$ cat src/rtl/core/assert_macros.svh
// ----------------------------------------------------------------------------
// assert_macros.svh
// Assertion shorthands shared by the RTL files of the key decoder.
// ----------------------------------------------------------------------------
`ifndef ASSERT_MACROS_SVH
`define ASSERT_MACROS_SVH

// Property checked on every rising clk edge outside reset.
`define ASSERT_ALWAYS(lbl, prop, msg) \
  lbl: assert property (@(posedge clk) disable iff (!rst_n) (prop)) else $error(msg);

// Condition that must never be seen outside reset.
`define ASSERT_NEVER(lbl, cond, msg) \
  `ASSERT_ALWAYS(lbl, !(cond), msg)

`endif

$ cat src/rtl/core/tekd_pkg.sv
// ----------------------------------------------------------------------------
// tekd_pkg
// Types and constants of the terminal escape key decoder.
// ----------------------------------------------------------------------------
`timescale 1ns / 1ps

package tekd_pkg;

  localparam logic [7:0] ESC_CHAR      = 8'h1B;
  localparam logic [7:0] CSI_BYTE      = 8'h5B;  // '['
  localparam logic [7:0] SS3_BYTE      = 8'h4F;  // 'O'
  localparam logic [7:0] CR_BYTE       = 8'h0D;
  localparam logic [7:0] LF_BYTE       = 8'h0A;
  localparam logic [7:0] BS_BYTE       = 8'h08;
  localparam logic [7:0] DEL_BYTE      = 8'h7F;
  localparam logic [7:0] TAB_BYTE      = 8'h09;
  localparam logic [7:0] ETX_BYTE      = 8'h03;
  localparam logic [7:0] SYN_BYTE      = 8'h16;
  localparam logic [7:0] FINAL_UP      = 8'h41;
  localparam logic [7:0] FINAL_DOWN    = 8'h42;
  localparam logic [7:0] FINAL_RIGHT   = 8'h43;
  localparam logic [7:0] FINAL_LEFT    = 8'h44;
  localparam logic [7:0] ARROW_UP      = 8'd128;
  localparam logic [7:0] ARROW_DOWN    = 8'd129;
  localparam logic [7:0] ARROW_LEFT    = 8'd130;
  localparam logic [7:0] ARROW_RIGHT   = 8'd131;

  localparam logic [7:0] TIMEOUT_RST   = 8'd3;
  localparam logic [7:0] MAX_PARAM_RST = 8'd16;

  // config register indexes
  localparam logic CFG_TIMEOUT   = 1'b0;
  localparam logic CFG_MAX_PARAM = 1'b1;

  // result queue
  localparam int FIFO_DEPTH = 4;
  localparam int FIFO_PTR_W = $clog2(FIFO_DEPTH);

  typedef enum logic [1:0] {
    PH_NONE = 2'd0,
    PH_HELD = 2'd1,
    PH_SEQ  = 2'd2
  } tekd_phase_t;

  typedef struct packed {
    logic       command;   // 0 byte, 1 tick
    logic [7:0] rx_byte;
  } tekd_in_t;

  typedef struct packed {
    logic [7:0] key_code;
    logic       last;
  } tekd_out_t;

  typedef struct packed {
    logic [7:0] timeout_ticks;
    logic [7:0] max_param_bytes;
  } tekd_cfg_t;

  // key codes made by one beat, code0 first
  typedef struct packed {
    logic [1:0] cnt;
    logic [7:0] code0;
    logic [7:0] code1;
  } tekd_res_t;

endpackage

$ cat src/rtl/core/terminal_escape_key_decoder.sv
// ----------------------------------------------------------------------------
// terminal_escape_key_decoder
// Serial console byte and tick stream to key codes (arrows, newline, etc.).
// ----------------------------------------------------------------------------
// One input beat is taken per clock unless the queue is short of room. A
// beat lands in an input register, is decoded against the escape state once
// the queue has room, and its key codes (zero, one or two) go into a
// four-entry result queue that drives out_data. The queue sends one code per
// clock while out_ready is high, so a beat that makes two codes (a held Esc
// released by an ordinary byte) needs two output transfers. Input is held
// off while the queue has fewer than two free entries. Configuration is
// written through cfg_we/cfg_addr/cfg_wdata with no wait.
`timescale 1ns / 1ps

module terminal_escape_key_decoder import tekd_pkg::*; (
  input  logic       clk,
  input  logic       rst_n,
  input  logic       in_valid,
  output logic       in_ready,
  input  tekd_in_t   in_data,
  output logic       out_valid,
  input  logic       out_ready,
  output tekd_out_t  out_data,
  input  logic       cfg_we,
  input  logic       cfg_addr,
  input  logic [7:0] cfg_wdata
);

  tekd_cfg_t cfg_r;
  tekd_in_t  item_r;
  logic      item_vld_r;
  logic      room;
  logic      fire;
  tekd_res_t res;

  assign fire     = item_vld_r && room;
  assign in_ready = !item_vld_r || fire;

  always_ff @(posedge clk) begin
    if (!rst_n) begin
      cfg_r.timeout_ticks   <= TIMEOUT_RST;
      cfg_r.max_param_bytes <= MAX_PARAM_RST;
    end else if (cfg_we) begin
      case (cfg_addr)
        CFG_TIMEOUT:   cfg_r.timeout_ticks   <= cfg_wdata;
        CFG_MAX_PARAM: cfg_r.max_param_bytes <= cfg_wdata;
        default:       cfg_r <= cfg_r;
      endcase
    end
  end

  always_ff @(posedge clk) begin
    if (!rst_n) begin
      item_vld_r <= 1'b0;
    end else if (in_ready) begin
      item_vld_r <= in_valid;
    end
  end

  always_ff @(posedge clk) begin
    if (in_ready && in_valid) begin
      item_r <= in_data;
    end
  end

  tekd_decode u_decode (
    .clk   (clk),
    .rst_n (rst_n),
    .fire  (fire),
    .item  (item_r),
    .cfg   (cfg_r),
    .res   (res)
  );

  tekd_key_fifo u_fifo (
    .clk       (clk),
    .rst_n     (rst_n),
    .res       (res),
    .room      (room),
    .out_valid (out_valid),
    .out_ready (out_ready),
    .out_data  (out_data)
  );

endmodule

$ cat src/rtl/core/tekd_decode.sv
// ----------------------------------------------------------------------------
// tekd_decode
// Escape and byte filter state machine: one beat per cycle while fire is high, up to two codes.
// ----------------------------------------------------------------------------
`timescale 1ns / 1ps
`include "assert_macros.svh"

module tekd_decode import tekd_pkg::*; (
  input  logic      clk,
  input  logic      rst_n,
  input  logic      fire,
  input  tekd_in_t  item,
  input  tekd_cfg_t cfg,
  output tekd_res_t res
);

  typedef struct packed {
    logic       emit;
    logic [7:0] code;
    logic       prev_cr;
  } plain_t;

  tekd_phase_t phase_r, phase_nxt;
  logic [7:0]  ticks_r, ticks_nxt;
  logic [7:0]  pcnt_r,  pcnt_nxt;
  logic        cr_r,    cr_nxt;
  plain_t      pb;
  logic        go_plain;
  logic [7:0]  b;

  // ordinary byte filter, Esc handled by the caller
  function automatic plain_t plain_fn(input logic [7:0] x, input logic prev_cr);
    plain_t p;
    p.emit    = 1'b0;
    p.code    = x;
    p.prev_cr = 1'b0;
    if (x == CR_BYTE) begin
      p.emit    = 1'b1;
      p.code    = LF_BYTE;
      p.prev_cr = 1'b1;
    end else if (x == LF_BYTE) begin
      p.emit = !prev_cr;   // CRLF collapses to one newline
    end else if (x == DEL_BYTE || x == BS_BYTE) begin
      p.emit = 1'b1;
      p.code = BS_BYTE;
    end else if (x == TAB_BYTE || x == ETX_BYTE || x == SYN_BYTE) begin
      p.emit = 1'b1;
    end else if (x inside {[8'h20:8'h7E]}) begin
      p.emit = 1'b1;
    end
    return p;
  endfunction

  assign b  = item.rx_byte;
  assign pb = plain_fn(b, cr_r);

  always_comb begin
    phase_nxt = phase_r;
    ticks_nxt = ticks_r;
    pcnt_nxt  = pcnt_r;
    cr_nxt    = cr_r;
    res       = '0;
    go_plain  = 1'b0;
    if (fire) begin
      if (item.command) begin
        if (phase_r == PH_HELD || phase_r == PH_SEQ) begin
          if (ticks_r != 8'd0) begin
            ticks_nxt = ticks_r - 8'd1;
          end
          // countdown was zero or just reached zero
          if (ticks_r <= 8'd1) begin
            if (phase_r == PH_HELD) begin
              res.cnt   = 2'd1;
              res.code0 = ESC_CHAR;
            end
            phase_nxt = PH_NONE;
            pcnt_nxt  = 8'd0;
          end
        end
      end else begin
        case (phase_r)
          PH_HELD: begin
            ticks_nxt = cfg.timeout_ticks;
            if (b == CSI_BYTE || b == SS3_BYTE) begin
              phase_nxt = PH_SEQ;
              pcnt_nxt  = 8'd0;
            end else begin
              res.cnt   = 2'd1;
              res.code0 = ESC_CHAR;
              if (b != ESC_CHAR) begin
                phase_nxt = PH_NONE;
                go_plain  = 1'b1;
              end
            end
          end
          PH_SEQ: begin
            ticks_nxt = cfg.timeout_ticks;
            if (b inside {[8'h40:8'h7E]}) begin
              phase_nxt = PH_NONE;
              case (b)
                FINAL_UP:    begin res.cnt = 2'd1; res.code0 = ARROW_UP;    end
                FINAL_DOWN:  begin res.cnt = 2'd1; res.code0 = ARROW_DOWN;  end
                FINAL_RIGHT: begin res.cnt = 2'd1; res.code0 = ARROW_RIGHT; end
                FINAL_LEFT:  begin res.cnt = 2'd1; res.code0 = ARROW_LEFT;  end
                default:     res.cnt = 2'd0;
              endcase
            end else if ((b inside {[8'h20:8'h3F]}) && pcnt_r < cfg.max_param_bytes) begin
              pcnt_nxt = pcnt_r + 8'd1;
            end else begin
              phase_nxt = PH_NONE;
              go_plain  = 1'b1;
            end
          end
          default: go_plain = 1'b1;
        endcase
        if (go_plain) begin
          if (b == ESC_CHAR) begin
            phase_nxt = PH_HELD;
            ticks_nxt = cfg.timeout_ticks;
            pcnt_nxt  = 8'd0;
            cr_nxt    = 1'b0;
          end else begin
            cr_nxt = pb.prev_cr;
            if (pb.emit) begin
              if (res.cnt == 2'd0) begin
                res.cnt   = 2'd1;
                res.code0 = pb.code;
              end else begin
                res.cnt   = 2'd2;
                res.code1 = pb.code;
              end
            end
          end
        end
      end
    end
  end

  always_ff @(posedge clk) begin
    if (!rst_n) begin
      phase_r <= PH_NONE;
      ticks_r <= 8'd0;
      pcnt_r  <= 8'd0;
      cr_r    <= 1'b0;
    end else begin
      phase_r <= phase_nxt;
      ticks_r <= ticks_nxt;
      pcnt_r  <= pcnt_nxt;
      cr_r    <= cr_nxt;
    end
  end

  // two codes only come from a held Esc released by an ordinary byte
  `ASSERT_ALWAYS(a_two_codes_esc, res.cnt == 2'd2 |-> res.code0 == ESC_CHAR, "Esc missing")
  `ASSERT_NEVER(a_tick_single, fire && item.command && res.cnt == 2'd2, "tick made two codes")
  `ASSERT_NEVER(a_idle_no_res, !fire && res.cnt != 2'd0, "codes without a beat")

endmodule

$ cat src/rtl/core/tekd_key_fifo.sv
// ----------------------------------------------------------------------------
// tekd_key_fifo
// Small result queue: takes up to two codes a cycle, hands out one.
// ----------------------------------------------------------------------------
`timescale 1ns / 1ps
`include "assert_macros.svh"

module tekd_key_fifo import tekd_pkg::*; (
  input  logic      clk,
  input  logic      rst_n,
  input  tekd_res_t res,
  output logic      room,
  output logic      out_valid,
  input  logic      out_ready,
  output tekd_out_t out_data
);

  localparam int CNT_W = FIFO_PTR_W + 1;

  tekd_out_t             mem_r [FIFO_DEPTH];
  logic [FIFO_PTR_W-1:0] wr_ptr_r, wr_ptr_nxt;
  logic [FIFO_PTR_W-1:0] rd_ptr_r, rd_ptr_nxt;
  logic [CNT_W-1:0]      count_r, count_nxt;
  logic                  pop;

  assign out_valid = (count_r != '0);
  assign out_data  = mem_r[rd_ptr_r];
  assign pop       = out_valid && out_ready;
  // a beat may add two entries
  assign room      = (count_r <= CNT_W'(FIFO_DEPTH - 2));

  always_comb begin
    wr_ptr_nxt = wr_ptr_r + FIFO_PTR_W'(res.cnt);
    rd_ptr_nxt = rd_ptr_r + FIFO_PTR_W'(pop);
    count_nxt  = count_r + CNT_W'(res.cnt) - CNT_W'(pop);
  end

  always_ff @(posedge clk) begin
    if (!rst_n) begin
      wr_ptr_r <= '0;
      rd_ptr_r <= '0;
      count_r  <= '0;
    end else begin
      wr_ptr_r <= wr_ptr_nxt;
      rd_ptr_r <= rd_ptr_nxt;
      count_r  <= count_nxt;
    end
  end

  always_ff @(posedge clk) begin
    if (res.cnt != 2'd0) begin
      mem_r[wr_ptr_r] <= '{key_code: res.code0, last: (res.cnt == 2'd1)};
    end
    if (res.cnt == 2'd2) begin
      mem_r[wr_ptr_r + FIFO_PTR_W'(1)] <= '{key_code: res.code1, last: 1'b1};
    end
  end

  `ASSERT_ALWAYS(a_cnt_bound, count_r <= CNT_W'(FIFO_DEPTH), "queue count past depth")
  `ASSERT_ALWAYS(a_no_overflow, (res.cnt != 2'd0) |-> room, "codes pushed without room")
  `ASSERT_ALWAYS(a_ptr_gap, (wr_ptr_r - rd_ptr_r) == FIFO_PTR_W'(count_r), "pointers disagree with count")

endmodule

$ cat config.mk
export PLATFORM = sky130hd
export DESIGN_NAME = terminal_escape_key_decoder
export DESIGN_NICKNAME = d
export VERILOG_FILES = /design/src/rtl/core/tekd_pkg.sv /design/src/rtl/core/terminal_escape_key_decoder.sv /design/src/rtl/core/tekd_decode.sv /design/src/rtl/core/tekd_key_fifo.sv
export VERILOG_INCLUDE_DIRS = /design/src /design/src/rtl/core
export SDC_FILE = /design/constraint.sdc
export NUM_CORES = 1
export LEC_CHECK = 0
export BUFFER_PORTS_ARGS = -buffer_cell sky130_fd_sc_hd__buf_2
export CORE_UTILIZATION = 60
export CTS_CLUSTER_SIZE = 16
export DETAILED_ROUTE_END_ITERATION = 6
export HOLD_SLACK_MARGIN = 0.12
export PLACE_DENSITY = 0.79
export RECOVER_POWER = 50
export SETUP_SLACK_MARGIN = 0.1
export SYNTH_ARGS = -nofsm -noshare
export SYNTH_HDL_FRONTEND = slang
export SYNTH_SLANG_ARGS = --single-unit
$ cat constraint.sdc
create_clock -name clk -period 3.7 [get_ports clk]
set_input_delay 0.37 -clock clk [delete_from_list [all_inputs] [get_ports clk]]
set_output_delay 0.37 -clock clk [all_outputs]
set_load 0.02 [all_outputs]
==> flow_metrics.tcl, run 1 <==
set metrics [dict create \
    wl_met2_um 5500 \
    fin_crit_sh_pct 94.8 \
    path_clk_slew_ps 90 \
    hpwl_um 8050 \
    yosysMostFrequentCell "nand2_1" \
    r2r_end "u_fifo.count_r[2]" \
    fp.dieH_um 91.0 \
    ioPinCount 34 \
    rows 32 \
    vias 4140 \
    ys_top_cells_by_area "edfxtp_1 (26%), dfxtp_1 (20%), nand2_1 (5.8%), a21oi_1 (4.3%), mux4_2 (4.3%)" \
    nets 590 \
    seq_area_frac_synth_pct 45.7 \
    slowest_delay_ps 600 \
    grt_max_degree 30 \
    hold_end "item_r[3]" \
    power_density_nw_per_um2 444 \
    synth_commonest_cells "nand2_1 (74), nor2_1 (48), dfxtp_1 (47)" \
    worst_pin_slew_ps 966 \
    crit_chain "nand4b_2 -> or4_1 -> and3_4 -> a211o_1 -> nor3b_1 -> a221o_1 -> or2_1 -> fa_1 -> xnor2_1 -> xnor2_1 -> nor2_1" \
    r2r-start "item_r[0]" \
    holdCritPathClass "in2reg" \
    grt_setup_unrepaired "yes" \
    synth_edf_count 41 \
    cts.path.max_buffers 2 \
    wl_met3_um 627 \
    wl_met1_um 4380 \
    root_buffer "clkbuf_8" \
    highest_layer "met4" \
    internal_power_uw 1580 \
    finalHoldViolCount 0 \
    synth_area_leader_cell "edfxtp_1" \
    min_period_ps 3510 \
    p_leak_uw 0.00189 \
    cts.sinks 88 \
    yosysWarnings 0 \
    core_area_um2 7690 \
    criticalPathCategory "reg2reg" \
    power.switching_uw 736 \
    finClkSkew_ps 9.44 \
    via_per_inst 6.29 \
    maxSlewHeadroom_pct 35.5 \
    ys_types 62 \
    drc 0 \
    min-delay-start "in_data[3]" \
    grt_pass1_vias 3956 \
    fill_cells 642 \
    wl_per_cell_um 16.6 \
    clkPwrFrac_pct 29.3 \
    async_flop_share_pct 0 \
    synth_ff_type "dfxtp_1" \
    synth-seq-cells 88 \
    synth.top_cell.area_share_pct 25.9 \
    cts_max_level 3 \
    crit_fanout 11 \
    fin_tns_setup_ps 0 \
    power_frac_comb_pct 20.8 \
    path_common_cell "xnor2_1" \
    netSwitchingFraction_pct 31.8 \
    max_freq_mhz 285 \
    insertion_delay_ps 370 \
    synth.avg_cell_area_um2 9.07 \
    syn-cell-area_um2 4750 \
    ant_nets 0 \
    grt_pass1_wl_um 18300 \
    hold_depth 1 \
    required_ps 3930 \
    cp-start-kind "register" \
    postRouteWirelength_um 10900 \
    gr-usage-all-layers_pct 28.0 \
    antenna_found_initial 0 \
    max-cap-violations 0 \
    slew_violations 0 \
    initial_utilization_pct 61.8 \
    syn_nets 563 \
    status "completed" \
    dr.pass1.iters 5 \
    io_buffers 33 \
    die_w_um 91.0 \
    cp_slowest_cell "edfxtp_1" \
    endpoint_kind "register" \
    power_uw 2310 \
    grt_overflow 0 \
    place_congestion 0.948 \
    n_antenna_cell 0 \
    setup_viol_count_final 0 \
    drive_above_1_share_pct 12.4 \
    die_area_um2 8280 \
    area_delta_synth_final_pct 9.42 \
    r2r_slack_ps 190 \
    cts_buffers 9 \
    seq_power_share_pct 49.9 \
    drtIter0Drc 324 \
    synth_cells 524 \
    vdd_ir_drop_max_mv 0.269 \
    cts_tree "built" \
    reg2reg_depth 11 \
    cp.arrival_ps 3740 \
]
[flip-flops by register name (all words and copies together) (netlist names), 3 cells and up]
| name | count |
|---|---|
| u_fifo.mem_r | 36 |
| item_r | 9 |
| u_decode.ticks_r | 8 |
| u_decode.pcnt_r | 8 |
| u_fifo.count_r | 3 |
| cfg_r | 16 |
[routing by layer]
| layer | track usage [%] | vias up |
|---|---|---|
| li1 | - | 1957 |
| met1 | 32.8 | 1972 |
| met2 | 48.4 | 169 |
| met3 | 6.20 | 42 |
| met4 | 13.6 | 0 |
| met5 | 0 | - |
[through the flow]
step	instance area, um2	hold WS, ps	setup slack, ps	util [%]	instances
6_report	5200	175	193	67.7	658
3_3_place_gp	5010	441	323	65.2	642
5_1_grt	5200	156	15.3	67.7	658
3_5_place_dp	5010	439	137	65.2	642
4_1_cts	5220	159	134	67.9	658
2_1_floorplan	4750	421	347	-	524
[placed cells by master (no fill, tap or decap), types with 5 or more instances in the layout]
cell and count:
inv_1 26, edfxtp_1 41, buf_4 7, nand2b_1 9
nor2_1 48, mux4_2 9, clkbuf_1 15, a211oi_1 8
o21ai_1 9, clkbuf_8 9, o21ai_0 27, a22oi_1 5
nand3_1 22, ha_1 15, nand2_1 74, or3_1 5
a21oi_1 41, buf_2 20, nor3_1 11, dfxtp_1 47
xnor2_1 7, o22ai_1 8, nor2b_1 6
[worst max path at each step]
stage               startpoint                 end  slack [ps]
global placement     item_r[4]  u_fifo.mem_r[0][6]         320
floorplan            item_r[5]   u_fifo.count_r[2]         350
global route         item_r[0]   u_fifo.count_r[2]          20
CTS                  item_r[4]   u_fifo.count_r[2]         130
detailed placement   item_r[4]  u_fifo.mem_r[0][6]         140
finish               item_r[0]   u_fifo.count_r[2]         190
[kinds of logic after synthesis]
group | count (synthesis) | share of synthesized area [%]
fa+ha+maj | 16 | 4.37
buf+inv | 55 | 4.50
xor+xnor | 8 | 1.47
simple gates | 206 | 20.8
compound gates | 140 | 18.5
flops | 88 | 45.7
mux | 11 | 4.69
[cell type report]
type | count | area (um2) | area share (%)
sequential | 88 | 2170 | 41.8
timing repair buffer | 42 | 209 | 4.02
inverter | 29 | 109 | 2.09
clock buffer | 10 | 149 | 2.86
tap | 102 | 128 | 2.45
clock inverter | 6 | 55.1 | 1.06
multi-input combinational | 381 | 2380 | 45.8
[power groups by stage]
stage,sequential [uW],clock (uW),combinational (uW)
final,1150,678,481
after detailed placement,1180,0,488
after CTS,1150,685,491
after global placement,1170,0,474
after global routing,1170,720,531
after floorplan,1120,0,409
[what timing repair did]
action                     CTS  global route
gates resized for setup      1             5
buffers inserted             0             0
hold buffers                 0             0
pin swaps                    0             0
setup endpoints to repair    2            34
hold endpoints to repair     0             0
[critical path: cells and delay by family (launching register included)]
kind                     cells  cell delay [ps]
AND/OR/NAND/NOR              6             1340
AO/OA/AOI/OAI                2              720
flip-flops                   1              600
adder cells (fa/ha/maj)      1              380
XOR/XNOR                     2              330
No activity file was read; power rests on OpenSTA's default activity.
==> inputs of run 2 (changes only) <==
- REMOVE_ABC_BUFFERS: default -> 1
==> run 2 against run 1 <==
Against the previous run: clock power fell by 3.1%; hold slack improved by 1.2 ps; critical path type unchanged; via count fell by 0.58%; critical endpoint unchanged.
==> flow_metrics.tcl, run 2 (synthesis gave the netlist of run 1 again) <==
set metrics [dict create \
    insertion_delay_ps 360 \
    endpoint_kind "register" \
    layout_commonest_cell "nand2_1" \
    hpwl_um 8040 \
    wl_per_cell_um 16.6 \
    cts.path.max_buffers 2 \
    ff_latch_area_um2 2170 \
    grt_pass1_wl_um 18200 \
    p_leak_uw 0.00192 \
    regMostFlops "u_fifo.mem_r" \
    crit_fanout 7 \
    cp.arrival_ps 3710 \
    min_period_ps 3490 \
    gr-usage-all-layers_pct 27.7 \
    finalHoldViolCount 0 \
    cts_tree "built" \
    path_clk_slew_ps 90 \
    dr.pass1.iters 5 \
    drtIter0Drc 289 \
    multi_input_area_um2 2380 \
    worst_pin_slew_ps 930 \
    max_freq_mhz 287 \
    fin_util_pct 68.4 \
    cts_buffers 9 \
    core_area_um2 7690 \
    antenna_found_initial 0 \
    ioPinCount 34 \
    cts_max_level 3 \
    nets 598 \
    slew_violations 0 \
    vdd_ir_drop_max_mv 0.348 \
    grt_pass1_vias 3824 \
    cp-start-kind "register" \
    required_ps 3920 \
    largest_reg_flops 36 \
    grt_setup_unrepaired "no" \
    setup_viol_count_final 0 \
    area_delta_synth_final_pct 10.7 \
    fin_tns_setup_ps 0 \
    finClkSkew_ps 8.92 \
    maxSlewHeadroom_pct 37.9 \
    n_antenna_cell 0 \
    holdCritPathClass "in2reg" \
    status "completed" \
    fill_cells 641 \
    postRouteWirelength_um 11000 \
    die_area_um2 8280 \
    ant_nets 0 \
    grt_overflow 0 \
    grt_max_degree 30 \
    via_per_inst 6.18 \
    root_buffer "clkbuf_8" \
    fin_crit_sh_pct 94.3 \
    power_density_nw_per_um2 436 \
    criticalPathCategory "reg2reg" \
    max-cap-violations 0 \
    io_buffers 33 \
    layout_common_cells "nand2_1 (74), nor2_1 (48), dfxtp_1 (47), a21oi_1 (41), edfxtp_1 (41)" \
    die_w_um 91.0 \
    cts.sinks 88 \
    top_regs "u_fifo.mem_r x36, cfg_r x16, item_r x9" \
    place_congestion 0.949 \
    initial_utilization_pct 61.8 \
    drive_above_1_share_pct 13.3 \
    rows 32 \
    drc 0 \
    cts_hold_buf 0 \
    vias 4116 \
    fp.dieH_um 91.0 \
]
run 2: critical path: stages (launching register included):
cell and delay [ps]:
edfxtp_1 510, nand4b_1 250, or4_1 540, and3_4 200
a211o_1 330, nor3b_1 160, a221o_1 360, or2_1 240
fa_1 380, xnor2_1 180, xnor2_1 130, nor2_1 50
run 2: cell type report:
| cell class | instances | area share (%) |
|---|---|---|
| repair buffers | 50 | 5.18 |
| flip-flops and latches | 88 | 41.3 |
| inverters | 29 | 2.07 |
| multi-input cells | 381 | 45.3 |
| clock buffers | 10 | 2.83 |
| well taps | 102 | 2.43 |
| clock inverters | 6 | 0.904 |
run 2: where the power goes:
part	switching, uW	internal [uW]	total, uW
sequential	72.2	1070	1140
combinational	282	215	498
clock	364	293	657
total	719	1580	2300
run 2: worst paths after layout:
path	start	cells after the start	end	slack [ps]
hold / removal	in_data[3]	1	item_r[3]	180
setup / recovery	item_r[5]	11	u_fifo.count_r[2]	210
setup reg to reg	item_r[5]	11	u_fifo.count_r[2]	210
hold reg to reg	cfg_r[11]	2	cfg_r[11]	460
run 2: layer usage:
| metal | global-route usage [%] | share of wire, % | vias up |
|---|---|---|---|
| li1 | - | - | 1981 |
| met1 | 33.5 | 40 | 1943 |
| met4 | 12.4 | 3.1 | 0 |
| met5 | 0 | 0 | - |
| met3 | 3.35 | 5.0 | 34 |
| met2 | 49.5 | 52 | 158 |
run 2: metrics by stage:
stage | instance area (um2) | total power [uW] | hold WS [ps] | setup slack [ps] | std cells
detailed placement | 5010 | 1660 | 453 | 233 | 642
floorplan | 4650 | 1510 | 421 | 282 | 498
CTS | 5200 | 2300 | 168 | 216 | 658
global route | 5260 | 2400 | 166 | 67.0 | 666
global placement | 5010 | 1650 | 440 | 329 | 642
finish | 5260 | 2300 | 176 | 211 | 666
run 2: timing repair:
item / in CTS / in global routing
setup buffers: 0 / 8
resized for setup: 0 / 5
setup endpoints to repair: 0 / 21
